<file path="config.mk">
export PLATFORM = sky130hd
export DESIGN_NAME = ecp_div_stage
export DESIGN_NICKNAME = d
export VERILOG_FILES = /design/src/hdl/ecp_pkg.sv /design/src/hdl/ecp_div_stage.sv
export SDC_FILE = /design/constraint.sdc
export NUM_CORES = 1
export LEC_CHECK = 0
export ABC_AREA = 1
export BUFFER_PORTS_ARGS = -buffer_cell sky130_fd_sc_hd__buf_4
export CAP_MARGIN = 0
export CELL_PAD_IN_SITES_DETAIL_PLACEMENT = 1
export CELL_PAD_IN_SITES_GLOBAL_PLACEMENT = 2
export CORE_MARGIN = 10
export CORE_UTILIZATION = 30
export DETAILED_ROUTE_END_ITERATION = 10
export HOLD_SLACK_MARGIN = 0.15
export PLACE_DENSITY = 0.77
export SLEW_MARGIN = 20
export SYNTH_ARGS = -nofsm -noshare
export SYNTH_HDL_FRONTEND = slang
export SYNTH_SLANG_ARGS = --single-unit
</file>
<file path="constraint.sdc">
create_clock -name clk -period 16.1 [get_ports clk]
set_input_delay 2.415 -clock clk [delete_from_list [all_inputs] [get_ports clk]]
set_output_delay 2.415 -clock clk [all_outputs]
set_load 0.05 [all_outputs]
</file>
<file path="src/hdl/ecp_pkg.sv">
package ecp_pkg;

  // Field widths of one particle pair and of one result.
  localparam int PosW  = 24;
  localparam int VelW  = 24;
  localparam int MassW = 16;
  localparam int RadW  = 20;

  // Derived datapath widths.
  localparam int DiffW = PosW + 1;             // centre difference
  localparam int SqW   = 2 * DiffW;            // one squared difference
  localparam int RsW   = RadW + 1;             // radius sum
  localparam int Rs2W  = 2 * RsW;              // squared radius sum
  localparam int MsW   = MassW + 1;            // mass sum and mass difference
  localparam int ProdW = MsW + VelW;           // mass times velocity
  localparam int NumW  = ProdW + 2;            // signed numerator
  localparam int MagW  = NumW - 1;             // numerator magnitude
  localparam int QW    = 25;                   // quotient bits, |q| <= 3 * 2^23
  localparam int RemW  = MsW;                  // partial remainder

  // Division pipeline shape.
  localparam int DivBits   = 5;
  localparam int DivStages = QW / DivBits;
  localparam int FrontStages = 4;
  localparam int NumStages   = FrontStages + DivStages + 1;

  // Lanes: first x, first y, second x, second y.
  localparam int NLane = 4;
  localparam int LaneAx = 0;
  localparam int LaneAy = 1;
  localparam int LaneBx = 2;
  localparam int LaneBy = 3;

  localparam logic signed [VelW-1:0] VelMax = {1'b0, {(VelW-1){1'b1}}};
  localparam logic signed [VelW-1:0] VelMin = {1'b1, {(VelW-1){1'b0}}};

  typedef logic signed [VelW-1:0] vel_t;
  typedef vel_t [NLane-1:0] vel_vec_t;

  // One lane of the shift-subtract divider.
  typedef struct packed {
    logic [RemW-1:0] rem;
    logic [QW-1:0]   work;
    logic            neg;
  } div_lane_t;

  typedef div_lane_t [NLane-1:0] lane_vec_t;

  // Per-item control that travels beside the divider lanes.
  typedef struct packed {
    logic           hit;
    logic           div_ok;
    logic [MsW-1:0] msum;
    vel_vec_t       vel;
  } side_t;

  // One input pair, unpacked.
  typedef struct packed {
    logic signed [PosW-1:0] a_pos_x;
    logic signed [PosW-1:0] a_pos_y;
    logic signed [VelW-1:0] a_vel_x;
    logic signed [VelW-1:0] a_vel_y;
    logic [MassW-1:0]       a_mass;
    logic [RadW-1:0]        a_radius;
    logic signed [PosW-1:0] b_pos_x;
    logic signed [PosW-1:0] b_pos_y;
    logic signed [VelW-1:0] b_vel_x;
    logic signed [VelW-1:0] b_vel_y;
    logic [MassW-1:0]       b_mass;
    logic [RadW-1:0]        b_radius;
  } pair_t;

endpackage

</file>
<file path="src/hdl/ecp_div_stage.sv">
module ecp_div_stage (
  input  logic                clk,
  input  logic                en,
  input  logic [ecp_pkg::MsW-1:0] divisor,
  input  ecp_pkg::lane_vec_t  lanes_in,
  output ecp_pkg::lane_vec_t  lanes_out
);
  import ecp_pkg::*;

  lane_vec_t lanes_next;

  // DivBits restoring shift-subtract steps per lane; lanes are independent.
  always_comb begin
    logic [RemW:0] r;
    logic          q;
    div_lane_t     cur;
    for (int l = 0; l < NLane; l++) begin
      cur = lanes_in[l];
      for (int s = 0; s < DivBits; s++) begin
        r = {cur.rem, cur.work[QW-1]};
        q = r >= {1'b0, divisor};
        if (q) begin
          cur.rem = RemW'(r - {1'b0, divisor});
        end else begin
          cur.rem = r[RemW-1:0];
        end
        cur.work = {cur.work[QW-2:0], q};
      end
      lanes_next[l] = cur;
    end
  end

  always_ff @(posedge clk) begin
    if (en) begin
      lanes_out <= lanes_next;
    end
  end

endmodule

</file>
# [Word-level counts from Yosys, hierarchy flattened]
# Index checks and enable logic that the tools add are counted.
[totals] register_bits=172 in_bits=191
[op_classes] n_lt_le_gt_ge=20 muxes=20 addsub=20
[op_table] op=">= comparator 18 x 17 -> 1 bit" n=20
[op_table] op="2-to-1 mux 17 bit" n=20
[op_table] op="subtractor 17 bit" n=20

# [Logic depth before layout (Yosys ltp)]
[depth] ltp_word=10 depth_mapped=80 mapped_depth_nobuf=75

# [Worst setup path before layout]
# Ideal clock, no wire load.
[synth_timing] path_kind="input port to flip-flop" startpoint="in divisor[1] (netlist bit)" endpoint="reg lanes_out[166] (netlist bit) (data pin)" required_time_ns=15.847 path_stages=63 arrival_ns=11.765 setup_slack_ns=4.082 n_path_buf=6 path_cell_list="inv_1 ha_1 nand2_1 nor3_1 a31oi_2 nand2_8 inv_2 buf_2 nand2_1 o21ai_0 ha_1 a21oi_1 nand2_1 nand2_1 nand2_1 nand2_1 nand3_1 a21oi_1 [... 27 more ...] nand3_4 buf_4 nand2_1 o21ai_1 fa_1 nand3_1 nand2_1 a21boi_1 o21ai_0 a21boi_1 o21ai_1 a21oi_1 nor2_1 nor3_2 nand3_2 buf_4 nand2_1 nand2_1"
[synth_lines] item="start: declaration" line="ecp_div_stage.sv:4" source="input logic [ecp_pkg::MsW-1:0] divisor,"
[synth_lines] item="end signal: assignment" line="ecp_div_stage.sv:35" source="lanes_out <= lanes_next;"
[synth_lines] item="end: declaration" line="ecp_div_stage.sv:6" source="output ecp_pkg::lane_vec_t lanes_out"

==> metrics.txt <==
status=finished, final reports clean; Synth top cells by count=nand2_1, inv_1, ha_1; Worst-path clk slew=approximately 90 ps; die width=approximately 320 microns; CTS Root Cell=clkbuf_16; YS warnings=0; CTS tree=yes; syn nets=4466; synthesized instance count=just under 4000; number of synthesized flops with an enable pin=roughly 170; number of CTS-inserted buffers=17; Routed WL=~110 mm; gr usage total=0.207; CORE AREA=around 88000 sq um; top cells by area, synth=edfxtp_1, nand2_1, ha_1; post-synth top area cell=edfxtp_1; residual DRC count=0; Avg WL per Cell=19.8 microns; DPL Wire Length=just over 90 mm; largest net degree at the start of global routing=66; Max-cap violations=0; die area=101000 sq um; critical path's most frequent cell=nand2_1; Seq/Total Area, Yosys=0.194; Worst setup SP type=primary input; Vias per Instance=4.91; htree depth=4; GPL Wtd Cong=about 0.9; DR pass1 iterations=8; CP required=about 16000 ps; Top Registers=lanes_out x172; vias in the first global route=between 20000 and 30000; CP max stage delay=around 560 ps; total number of vias=between 20000 and 30000; Setup crit start=divisor[12]; min cycle time layout=about 15000 ps; FP Rows=109; top cell type's share of synthesized area=0.194; Worst slew margin=0.379; total negative slack=0 ps; ANT nets after route=0; final worst setup slack=roughly 1400 ps; initial antenna violation count=2; Area Growth Syn to Fin=17.5%; fraction of registers with async set/reset=0; Distinct cells, synth=57; CP Capture Type=flip-flop; WS Path Type=primary input to flip-flop; dpl ws=902 ps; I/O Buffers=362; Final Hold Fails=0; cts repair resizes=0; Final #Nets=between 4000 and 5000; global route total overflow=0; clock sink count=approximately 170; initial drt markers=between 1000 and 1500; clock buffer depth=2; period utilization=0.910; top-count cell post-synth=nand2_1; total setup buffers inserted after CTS=0; RSZ-0062 raised after global routing=false; Crit Path Max Fanout=31; Biggest register=lanes_out; Main synth FF type=edfxtp_1; Die Y-Extent=between 300 and 400 microns; Largest register FFs=around 170; first-pass GRT wire length=about 170 mm; Post-CTS Hold Fix Bufs=0; Post-Syn Area=~27000 sq um; FF+latch count, synth=172; syn avg cell area=about 6.8 sq um; fraction of layout cells with a size suffix above 1=0.152; max-slew violations=0; worst hold path class=primary input to flip-flop; I/O pins=approximately 360; setup violators final=0; Slowest cell on crit path=nor2_4; starting density of the core=0.302; CP Data Arrival Time=about 15000 ps; Hold Crit Start=lanes_in[96]; worst slew pin tran=921 ps; Peak Freq=just under 0.07 GHz
[critical path: cells and delay by family]
| family | cells | cell delay (ps) |
|---|---|---|
| fa+ha+maj | 5 | 1790 |
| buf+inv | 9 | 2090 |
| simple gates | 31 | 4450 |
| compound gates | 20 | 4040 |
[final timing paths]
path | end | slack [ps] | cells past startpoint
worst max-delay path | lanes_out[83]$_DFFE_PP_ | 1440 | 65
worst min-delay path | lanes_out[101]$_DFFE_PP_ | 2090 | 1
[area by class of cell]
cell class,count,area (sq um)
fill,11200,57000
multi-input combinational,3223,19300
sequential,172,5160
timing repair buffer,401,3020
inverter,458,1720
tap,1165,1460
clock buffer,17,425
clock inverter,15,206
antenna,1,2.50
[routing by layer]
metal / wire length, microns / GRT usage / share of wire / vias up
li1: - / - / - / 13800
met1: 52500 / 0.277 / 0.49 / 12600
met2: 50900 / 0.354 / 0.47 / 370
met3: 3240 / 0.0223 / 0.030 / 63
met4: 1520 / 0.0456 / 0.014 / 2
met5: 13 / 0 / 0.00012 / -
[cell families after synthesis]
kind of cell	after synthesis	share of synthesized area
DFF	172	0.194
AOI/OAI and AO/OA	725	0.153
adders and majority gates	360	0.175
buffers and inverters	520	0.0816
xor gates and xnor gates	271	0.0892
and+or+nand+nor	1867	0.308
[metrics by stage]
stage                util  instance area [sq um]  instances  hold slack (ps)
global placement    0.347                  30600       5419             2590
finish              0.354                  31300       5452             2090
detailed placement  0.347                  30600       5419             2590
floorplan               -                  26600       3915             2510
global route        0.354                  31300       5451             2060
CTS                 0.354                  31300       5451             2040
[placed cells by master, fill, tap and decap left out, types with 18 or more instances in the layout]
cell type  instances
inv_2             43
inv_1            410
o21ai_0          176
xnor2_1          112
a21oi_1          302
a31oi_1           23
nand4_1           21
o21ai_1           94
a21o_1            31
nand2_1         1234
nand3_1          202
nor2_1           191
ha_1             340
o21ai_2           20
edfxtp_1         172
nand2_2           59
fa_1              20
nor3_1            37
xor2_1           159
nand3_2           18
buf_4            400
Power is not shown: default switching activity piles up to over one toggle a cycle in this logic, so the estimate is an artifact.
