<file path="src/hdl/ecp_pkg.sv">
package ecp_pkg;

  // Field widths of one particle pair and of one result.
  localparam int PosW  = 24;
  localparam int VelW  = 24;
  localparam int MassW = 16;
  localparam int RadW  = 20;

  // Derived datapath widths.
  localparam int DiffW = PosW + 1;             // centre difference
  localparam int SqW   = 2 * DiffW;            // one squared difference
  localparam int RsW   = RadW + 1;             // radius sum
  localparam int Rs2W  = 2 * RsW;              // squared radius sum
  localparam int MsW   = MassW + 1;            // mass sum and mass difference
  localparam int ProdW = MsW + VelW;           // mass times velocity
  localparam int NumW  = ProdW + 2;            // signed numerator
  localparam int MagW  = NumW - 1;             // numerator magnitude
  localparam int QW    = 25;                   // quotient bits, |q| <= 3 * 2^23
  localparam int RemW  = MsW;                  // partial remainder

  // Division pipeline shape.
  localparam int DivBits   = 5;
  localparam int DivStages = QW / DivBits;
  localparam int FrontStages = 4;
  localparam int NumStages   = FrontStages + DivStages + 1;

  // Lanes: first x, first y, second x, second y.
  localparam int NLane = 4;
  localparam int LaneAx = 0;
  localparam int LaneAy = 1;
  localparam int LaneBx = 2;
  localparam int LaneBy = 3;

  localparam logic signed [VelW-1:0] VelMax = {1'b0, {(VelW-1){1'b1}}};
  localparam logic signed [VelW-1:0] VelMin = {1'b1, {(VelW-1){1'b0}}};

  typedef logic signed [VelW-1:0] vel_t;
  typedef vel_t [NLane-1:0] vel_vec_t;

  // One lane of the shift-subtract divider.
  typedef struct packed {
    logic [RemW-1:0] rem;
    logic [QW-1:0]   work;
    logic            neg;
  } div_lane_t;

  typedef div_lane_t [NLane-1:0] lane_vec_t;

  // Per-item control that travels beside the divider lanes.
  typedef struct packed {
    logic           hit;
    logic           div_ok;
    logic [MsW-1:0] msum;
    vel_vec_t       vel;
  } side_t;

  // One input pair, unpacked.
  typedef struct packed {
    logic signed [PosW-1:0] a_pos_x;
    logic signed [PosW-1:0] a_pos_y;
    logic signed [VelW-1:0] a_vel_x;
    logic signed [VelW-1:0] a_vel_y;
    logic [MassW-1:0]       a_mass;
    logic [RadW-1:0]        a_radius;
    logic signed [PosW-1:0] b_pos_x;
    logic signed [PosW-1:0] b_pos_y;
    logic signed [VelW-1:0] b_vel_x;
    logic signed [VelW-1:0] b_vel_y;
    logic [MassW-1:0]       b_mass;
    logic [RadW-1:0]        b_radius;
  } pair_t;

endpackage

</file>
<file path="src/hdl/ecp_back.sv">
module ecp_back (
  input  logic               clk,
  input  logic               en,
  input  ecp_pkg::lane_vec_t lanes,
  input  ecp_pkg::side_t     side,
  output ecp_pkg::vel_vec_t  vel_out,
  output logic               hit_out
);
  import ecp_pkg::*;

  vel_vec_t vel_next;

  // Restore the sign, saturate, and pick the bounced or unchanged velocity.
  always_comb begin
    logic [QW-1:0] q;
    vel_t          sat;
    for (int l = 0; l < NLane; l++) begin
      q = lanes[l].work;
      if (!lanes[l].neg) begin
        sat = (q > QW'(VelMax)) ? VelMax : vel_t'(q);
      end else begin
        sat = (q > QW'({1'b0, VelMin})) ? VelMin : vel_t'(-q);
      end
      vel_next[l] = (side.hit && side.div_ok) ? sat : side.vel[l];
    end
  end

  always_ff @(posedge clk) begin
    if (en) begin
      vel_out <= vel_next;
      hit_out <= side.hit;
    end
  end

endmodule

</file>
<file path="config.mk">
export PLATFORM = sky130hd
export DESIGN_NAME = ecp_back
export DESIGN_NICKNAME = d
export VERILOG_FILES = /design/src/hdl/ecp_pkg.sv /design/src/hdl/ecp_back.sv
export SDC_FILE = /design/constraint.sdc
export NUM_CORES = 1
export LEC_CHECK = 0
export BUFFER_PORTS_ARGS = -buffer_cell sky130_fd_sc_hd__buf_2
export CAP_MARGIN = 10
export CORE_AREA = 2 2 149 151
export DETAILED_ROUTE_END_ITERATION = 8
export DIE_AREA = 0 0 151 153
export GPL_TIMING_DRIVEN = 0
export HOLD_SLACK_MARGIN = 0.03
export PLACE_DENSITY_LB_ADDON = 0.08
export SYNTH_ARGS = -nofsm -noshare
export SYNTH_HDL_FRONTEND = slang
export SYNTH_SLANG_ARGS = --single-unit
</file>
<file path="constraint.sdc">
create_clock -name clk -period 3.58 [get_ports clk]
set_input_delay 0.537 -clock clk [delete_from_list [all_inputs] [get_ports clk]]
set_output_delay 0.537 -clock clk [all_outputs]
set_load 0.02 [all_outputs]
</file>
# Word-level counts from Yosys, hierarchy flattened
# Index checks and enable logic that the tools add are counted.
# op_classes
n_addsub,4
n_lt_le_gt_ge,8
n_mux,16
n_reduce_logical,1
# op_table
op,count
$mux 24,16
$gt 25x23->1 const B,4
$gt 25x24->1 const B,4
$neg 24->24,4
$logic_and 1x1->1,1
# totals
register_bits,97
output_inout_bits,97

# Depth between registers and ports, before layout
# Gate-level depths: netlist of run 1.
# logic_depth
ltp_word,4
ltp_mapped,8
mapped_depth_nobuf,7

# Worst setup path after synthesis of run 1
# No wires, ideal clock.
# synth_timing
path_kind,in2reg
startpoint,input port lanes[1] (netlist name)
endpoint,register vel_out[9] (netlist name) (data pin)
path_slack_ns,0.998
arrival_ns,2.414
t_required_ns,3.413
cell_stages,8
path_cell_list,inv_1 > ha_1 > nor3b_1 > nand4_1 > o31ai_1 > buf_2 > a21oi_1 > a211oi_1
# synth_rtl
item,line,source
start: declaration,ecp_back.sv:4,"input ecp_pkg::lane_vec_t lanes,"
end signal: assignment,ecp_back.sv:30,vel_out <= vel_next;
end: declaration,ecp_back.sv:6,"output ecp_pkg::vel_vec_t vel_out,"

==> results of run 1 <==
## layer usage
| metal | routed length [um] | track usage [%] |
|---|---|---|
| met2 | 14800 | 43.1 |
| met1 | 14100 | 37.5 |
| met3 | 3050 | 7.49 |
| met4 | 796 | 8.54 |
| met5 | 0 | 0 |
## worst min-delay path, delay by kind of cell
kind	cells	cell delay [ns]
AOI/OAI and AO/OA	1	0.06
buffers and inverters	1	0.07
and+or+nand+nor	1	0.03
## worst paths after layout
check	from	to	slack, ns
max	lanes[2]	vel_out[17]$_DFFE_PP_	0.21
min	side[1]	vel_out[1]$_DFFE_PP_	0.45
## cells by family (layout without fill, tap and decap cells)
| logic type | after synthesis | after routing | synth area share [%] |
|---|---|---|---|
| AND/OR/NAND/NOR | 434 | 434 | 29.3 |
| buffers and inverters | 86 | 392 | 4.31 |
| AO/OA/AOI/OAI | 292 | 292 | 24.5 |
| XOR/XNOR | 14 | 14 | 1.61 |
| flip-flops | 97 | 97 | 38.3 |
| adder cells (fa/ha/maj) | 8 | 8 | 1.31 |
| multiplexers | 5 | 5 | 0.657 |
| other | 0 | 4 | 0 |
## power groups by stage
| stage | Clock [mW] | Combinational, mW | Sequential [mW] |
|---|---|---|---|
| 3_5_place_dp | 0 | 0.885 | 1.43 |
| 2_1_floorplan | 0 | 0.304 | 1.58 |
| 3_3_place_gp | 0 | 0.878 | 1.44 |
| 6_report | 0.962 | 0.892 | 1.41 |
| 5_1_grt | 1.02 | 0.969 | 1.42 |
| 4_1_cts | 0.981 | 0.888 | 1.41 |
## cell usage after synthesis (all sizes together), types with 6 or more instances
cell	n	area share [%]
nand3	28	1.8
ha	8	1.3
a31oi	41	3.4
o31ai	22	2.2
a211oi	13	1.3
or3	25	2.1
nor4b	6	0.69
or2	6	0.49
and3	7	0.58
and2	6	0.49
o21ai	74	5.1
nor4	36	3.0
o22ai	7	0.58
a21oi	69	4.5
edfxtp	97	38
nand4b	8	0.92
nor3	44	2.9
xor2	11	1.3
nand2	71	3.5
inv	24	1.2
o211ai	18	1.8
nand4	32	2.6
nor2	126	6.2
clkbuf	56	2.8
or4	23	2.4
## sequential cells by signal, summed over array words and instances, names as in the netlist
signal	cells
hit_out	1
vel_out	96
## layout make-up
type,count,area (sq um),share of cell area (%)
Multi-Input combinational cell,753,4370,45.0
Timing Repair Buffer,290,1480,15.2
Sequential cell,97,2910,30.0
Clock buffer,10,229,2.35
Buffer,61,234,2.41
Tap cell,280,350,3.60
Clock inverter,6,43.8,0.450
Antenna cell,4,10.0,0.103
Inverter,25,93.8,0.965
==> reports/qor.txt, run 1 <==
Post-route cell area: 0.00972 sq mm
Max_slew headroom: 20.9%
Largest net degree at the start of global routing: 52
Hold Path Depth: 3
Root buffer cell: clkbuf_16
Post-synth ARST share: 0%
Num ports: 386
Clock Sink Count: 97
Setup CP Type: in2reg
P&R area growth vs syn: 27.7%
WP buf/inv: 3
Total Power: 3.26 mW
# nets final: 1,534
Drt wl/cell: 21.5 um
P_int: 2.15 mW
Max-cap violations: 0
Ys flop type: edfxtp_1
Synthesized flop and latch total: 97
I/O Buffers: 289
CP arrival: 3.58 ns
HP Class: in2reg
Final wirelength: 32.7 mm
Die ar.: 0.0231 sq mm
Setup Buffers After CTS: 0
Placer Congestion: 0.909
TritonCTS clock tree: yes
DRT iter0 DRCs: 781
Static Leak: 3.66 nW
CP startpoint kind: primary input
Syn avg cell area: 8.13 sq um
Hold buffers post-CTS: 0
Critical path endpoint category: register
Detail Placement HPWL: 24.3 mm
Final setup TNS: 0 ns
Crit path max-delay cell type: o31ai_1
Commonest non-fill, non-tap cell in the layout: buf_2
Comb pwr share: 27.3%
Hold Slack: 0.448 ns
Worst-path cell chain: buf_2, inv_1, ha_1, nor3b_1, nand4_1, o31ai_1, buf_2, o21ai_0, a31oi_1
Final Hold Viols: 0
Min Clock Period, post-route: 3.37 ns
Router iterations before antenna repair: 5
Sw Pwr: 1.11 mW
Commonest non-fill, non-tap cells in the layout: buf_2 (292), nor2_1 (126), edfxtp_1 (97)
Cts repair resizes: 0
Cell area power density: 335 mW/mm^2
ANT nets after route: 0
Setup-failing EPs final: 0
Period utilisation layout: 94.3%
Drc violations: 0
Finished Core Util: 45.3%
Syn Inst Count: 936
Max IR drop VDD: 0.206 mV
Drt via density: 5.91
CP required: 3.79 ns
DP Worst Slack: -0.0819 ns
Htree depth: 3
# fillers: 2,261
Slew Viols, Final: 0
Synth warn: 0
Switching portion of total power: 34.2%
CP Depth: 9
Die Ht: 153 um
Starting Density: 35.4%
Antenna violations before repair: 4
First-pass GRT wire length: 49.2 mm
Chip width: 151 um
Dpl cells: 1,506
Post-synth cell types: 70
Vias in the first global route: 8,577
CTS buffer count: 9
Clk network pwr share: 29.5%
Post-synthesis sequential area ratio: 38.3%
Clk slew on worst S/H paths: 0.08 ns
Outcome: completed
Global Route Usage Sum: 27.7%
Core Area: 0.0215 sq mm
EDFF count, synth: 97
Least-Margin Pin Slew: 1.18 ns
Achievable frequency: 296 MHz
Syn_nets: 1,233
Vias: 9,018
Crit path largest cell delay: 1.02 ns
Crit-path max FO: 10
Setup WS post-layout: 0.205 ns
Layout cell share with drive strength beyond 1: 26.2%
Rows: 54
Placed cell area: 0.00944 sq mm
RSZ-0062 raised after global routing: no
GRT overflow: 0
Synthesized area: 0.00761 sq mm
Top Family by Delay on Critical Path: compound AO/OA/AOI/OAI gates
Sequential Power Share: 43.2%
Most common cell on crit path: buf_2
Finished Layout Cells: 1,526
CTS Buffer Depth: 2
No activity file was read; power rests on OpenSTA's default activity.
==> run 2: changes to the inputs <==
--- a/config.mk
+++ b/config.mk
@@ -7,9 +7,10 @@
 export LEC_CHECK = 0
 export BUFFER_PORTS_ARGS = -buffer_cell sky130_fd_sc_hd__buf_2
 export CAP_MARGIN = 10
-export CORE_AREA = 2 2 149 151
+export CORE_AREA = 2 2 151 153
+export CTS_CLUSTER_DIAMETER = 200
 export DETAILED_ROUTE_END_ITERATION = 8
-export DIE_AREA = 0 0 151 153
+export DIE_AREA = 0 0 153 155
 export GPL_TIMING_DRIVEN = 0
 export HOLD_SLACK_MARGIN = 0.03
 export PLACE_DENSITY_LB_ADDON = 0.08
==> reports/qor.txt, run 2 (synthesis gave the netlist of run 1 again) <==
Outcome: completed
Most common cell on crit path: clkbuf_1
Vias in the first global route: 8,462 (-1.3%)
Static Leak: 3.69 nW (+0.77%)
Core Area: 0.0222 sq mm (+3.5%)
Sequential Power Share: 40.7% (-2.5 points)
GRT overflow: 0 (unchanged)
CTS Buffer Depth: 2 (unchanged)
Root buffer cell: clkbuf_16
Period utilisation layout: 90.2% (-4.0 points)
Setup-failing EPs final: 0 (unchanged)
RSZ-0062 raised after global routing: no
Hold Slack: 0.457 ns (+0.00969 ns)
Commonest non-fill, non-tap cell in the layout: buf_2
Hold buffers post-CTS: 0 (unchanged)
Placer Congestion: 0.884 (-2.8%)
Achievable frequency: 310 MHz (+4.5%)
TritonCTS clock tree: yes
Crit path launch: side[114]
Drt via density: 5.93 (+0.41%)
Crit-path max FO: 10 (unchanged)
Rows: 55 (+1.9%)
Cell area power density: 353 mW/mm^2 (+5.2%)
WP buf/inv: 4 (+1)
Die Ht: 155 um (+1.3%)
ANT nets after route: 0 (unchanged)
Max_slew headroom: 21.3% (+0.41 points)
Die ar.: 0.0237 sq mm (+2.6%)
Max IR drop VDD: 0.220 mV (+7.2%)
Total Power: 3.46 mW (+6.0%)
Worst-path cell chain: buf_2, and2_1, clkbuf_1, clkbuf_1, buf_1, a31oi_1
Clock Sink Count: 97 (unchanged)
Max reg flops: 96 (unchanged)
Max-cap violations: 0 (unchanged)
P_int: 2.35 mW (+9.6%)
Router iterations before antenna repair: 8 (+3)
Setup Buffers After CTS: 0 (unchanged)
CTS buffer count: 9 (unchanged)
Setup CP Type: in2reg
Switching portion of total power: 31.9% (-2.2 points)
Final wirelength: 33.2 mm (+1.4%)
I/O Buffers: 289 (unchanged)
# fillers: 2,361 (+4.4%)
CP required: 3.61 ns (-0.18 ns)
Critical hold path startpoint: side[48]
Setup WS post-layout: 0.350 ns (+0.145 ns)
Crit path largest cell delay: 0.80 ns (-0.22 ns)
Biggest register: vel_out
Num ports: 386 (unchanged)
CP startpoint kind: primary input
Min Clock Period, post-route: 3.23 ns (-0.145 ns)
Biggest registers after layout: vel_out: 96 flops, hit_out: 1 flops
Least-Margin Pin Slew: 1.17 ns (-0.00693 ns)
Finished Core Util: 44.1% (-1.2 points)
Final Hold Viols: 0 (unchanged)
First-pass GRT wire length: 49.4 mm (+0.44%)
Slew Viols, Final: 0 (unchanged)
Htree depth: 3 (unchanged)
DP Worst Slack: -0.0565 ns (+0.0254 ns)
HP Class: in2reg
Layout cell share with drive strength beyond 1: 26.3% (+0.081 points)
Clk slew on worst S/H paths: 0.07 ns (about the same)
Starting Density: 34.3% (-1.2 points)
# nets final: 1,535 (+0.065%)
Hold Path Depth: 3 (unchanged)
Critical path endpoint category: register
Vias: 9,073 (+0.61%)
P&R area growth vs syn: 28.7%
Clk network pwr share: 33.4% (+3.9 points)
Drt wl/cell: 21.7 um (+1.2%)
Global Route Usage Sum: 26.8% (-0.89 points)
Crit path max-delay cell type: buf_1
CP arrival: 3.26 ns (-0.32 ns)
Top Family by Delay on Critical Path: buffers and inverters
Commonest non-fill, non-tap cells in the layout: buf_2 (293), nor2_1 (126), edfxtp_1 (97)
Drc violations: 0 (unchanged)
Cts repair resizes: 0 (unchanged)
Antenna violations before repair: 5 (+1)
DRT iter0 DRCs: 753 (-3.6%)
Chip width: 153 um (+1.3%)
Largest net degree at the start of global routing: 55 (+5.8%)
Worst Hold Path EP: vel_out[48]$_DFFE_PP_
Sw Pwr: 1.10 mW (-0.98%)
Comb pwr share: 25.8% (-1.5 points)
Detail Placement HPWL: 24.5 mm (+0.82%)
run 2: changes by cell type in the layout (fill, tap and decap cells not counted), sizes merged:
cell / previous run / this run
buf: 295 / 296
clkinvlp: 1 / 2
diode: 4 / 2
clkinv: 5 / 1
inv: 25 / 24
bufinv: 0 / 3
run 2: worst max-delay path by stage:
stage,end,depth (start not counted),slack [ns]
finish,vel_out[85]$_DFFE_PP_,6,0.35
CTS,vel_out[21]$_DFFE_PP_,9,0.33
floorplan,vel_out[9]$_DFFE_PP_,8,1.0
detailed placement,vel_out[9]$_DFFE_PP_,9,-0.06
global placement,vel_out[85]$_DFFE_PP_,6,-0.06
global route,vel_out[36]$_DFFE_PP_,9,0.20
run 2: area by class of cell:
| cell class | count | area (sq um) | share of cell area (%) |
|---|---|---|---|
| clock buffers | 10 | 229 | 2.34 |
| plain buffers | 61 | 234 | 2.39 |
| clock inverters | 5 | 105 | 1.07 |
| repair buffers | 291 | 1480 | 15.1 |
| diodes | 2 | 5.00 | 0.0511 |
| well taps | 285 | 357 | 3.64 |
| multi-input cells | 753 | 4380 | 44.7 |
| inverters | 25 | 93.8 | 0.958 |
| flip-flops and latches | 97 | 2910 | 29.7 |
run 2: power groups by stage:
stage          sequential, mW  clock [mW]  combinational (mW)
2_1_floorplan            1.58           0               0.304
3_3_place_gp             1.44           0               0.881
5_1_grt                  1.42        1.22               0.968
3_5_place_dp             1.43           0               0.884
4_1_cts                  1.41        1.18               0.887
6_report                 1.41        1.16               0.893
run 2: routing by layer:
metal,global-route usage (%),up-vias,part of all wire (%)
met1,36.5,4301,44
met5,0,-,0.14
met2,43.6,452,46
met3,5.43,44,8.4
met4,7.41,6,1.9
li1,-,4270,-
run 2: tightest hold or removal path, cell delays in order:
cell     delay [ns]
buf_2          0.08
nand2_1        0.04
o21ai_0        0.06
run 2: stage by stage:
step	instances	TNS, ns	area [sq um]
global route	1529	0	9800
floorplan	936	0	7610
detailed placement	1511	-0.221	9450
finish	1529	0	9800
CTS	1526	0	9780
global placement	1510	-0.249	9420
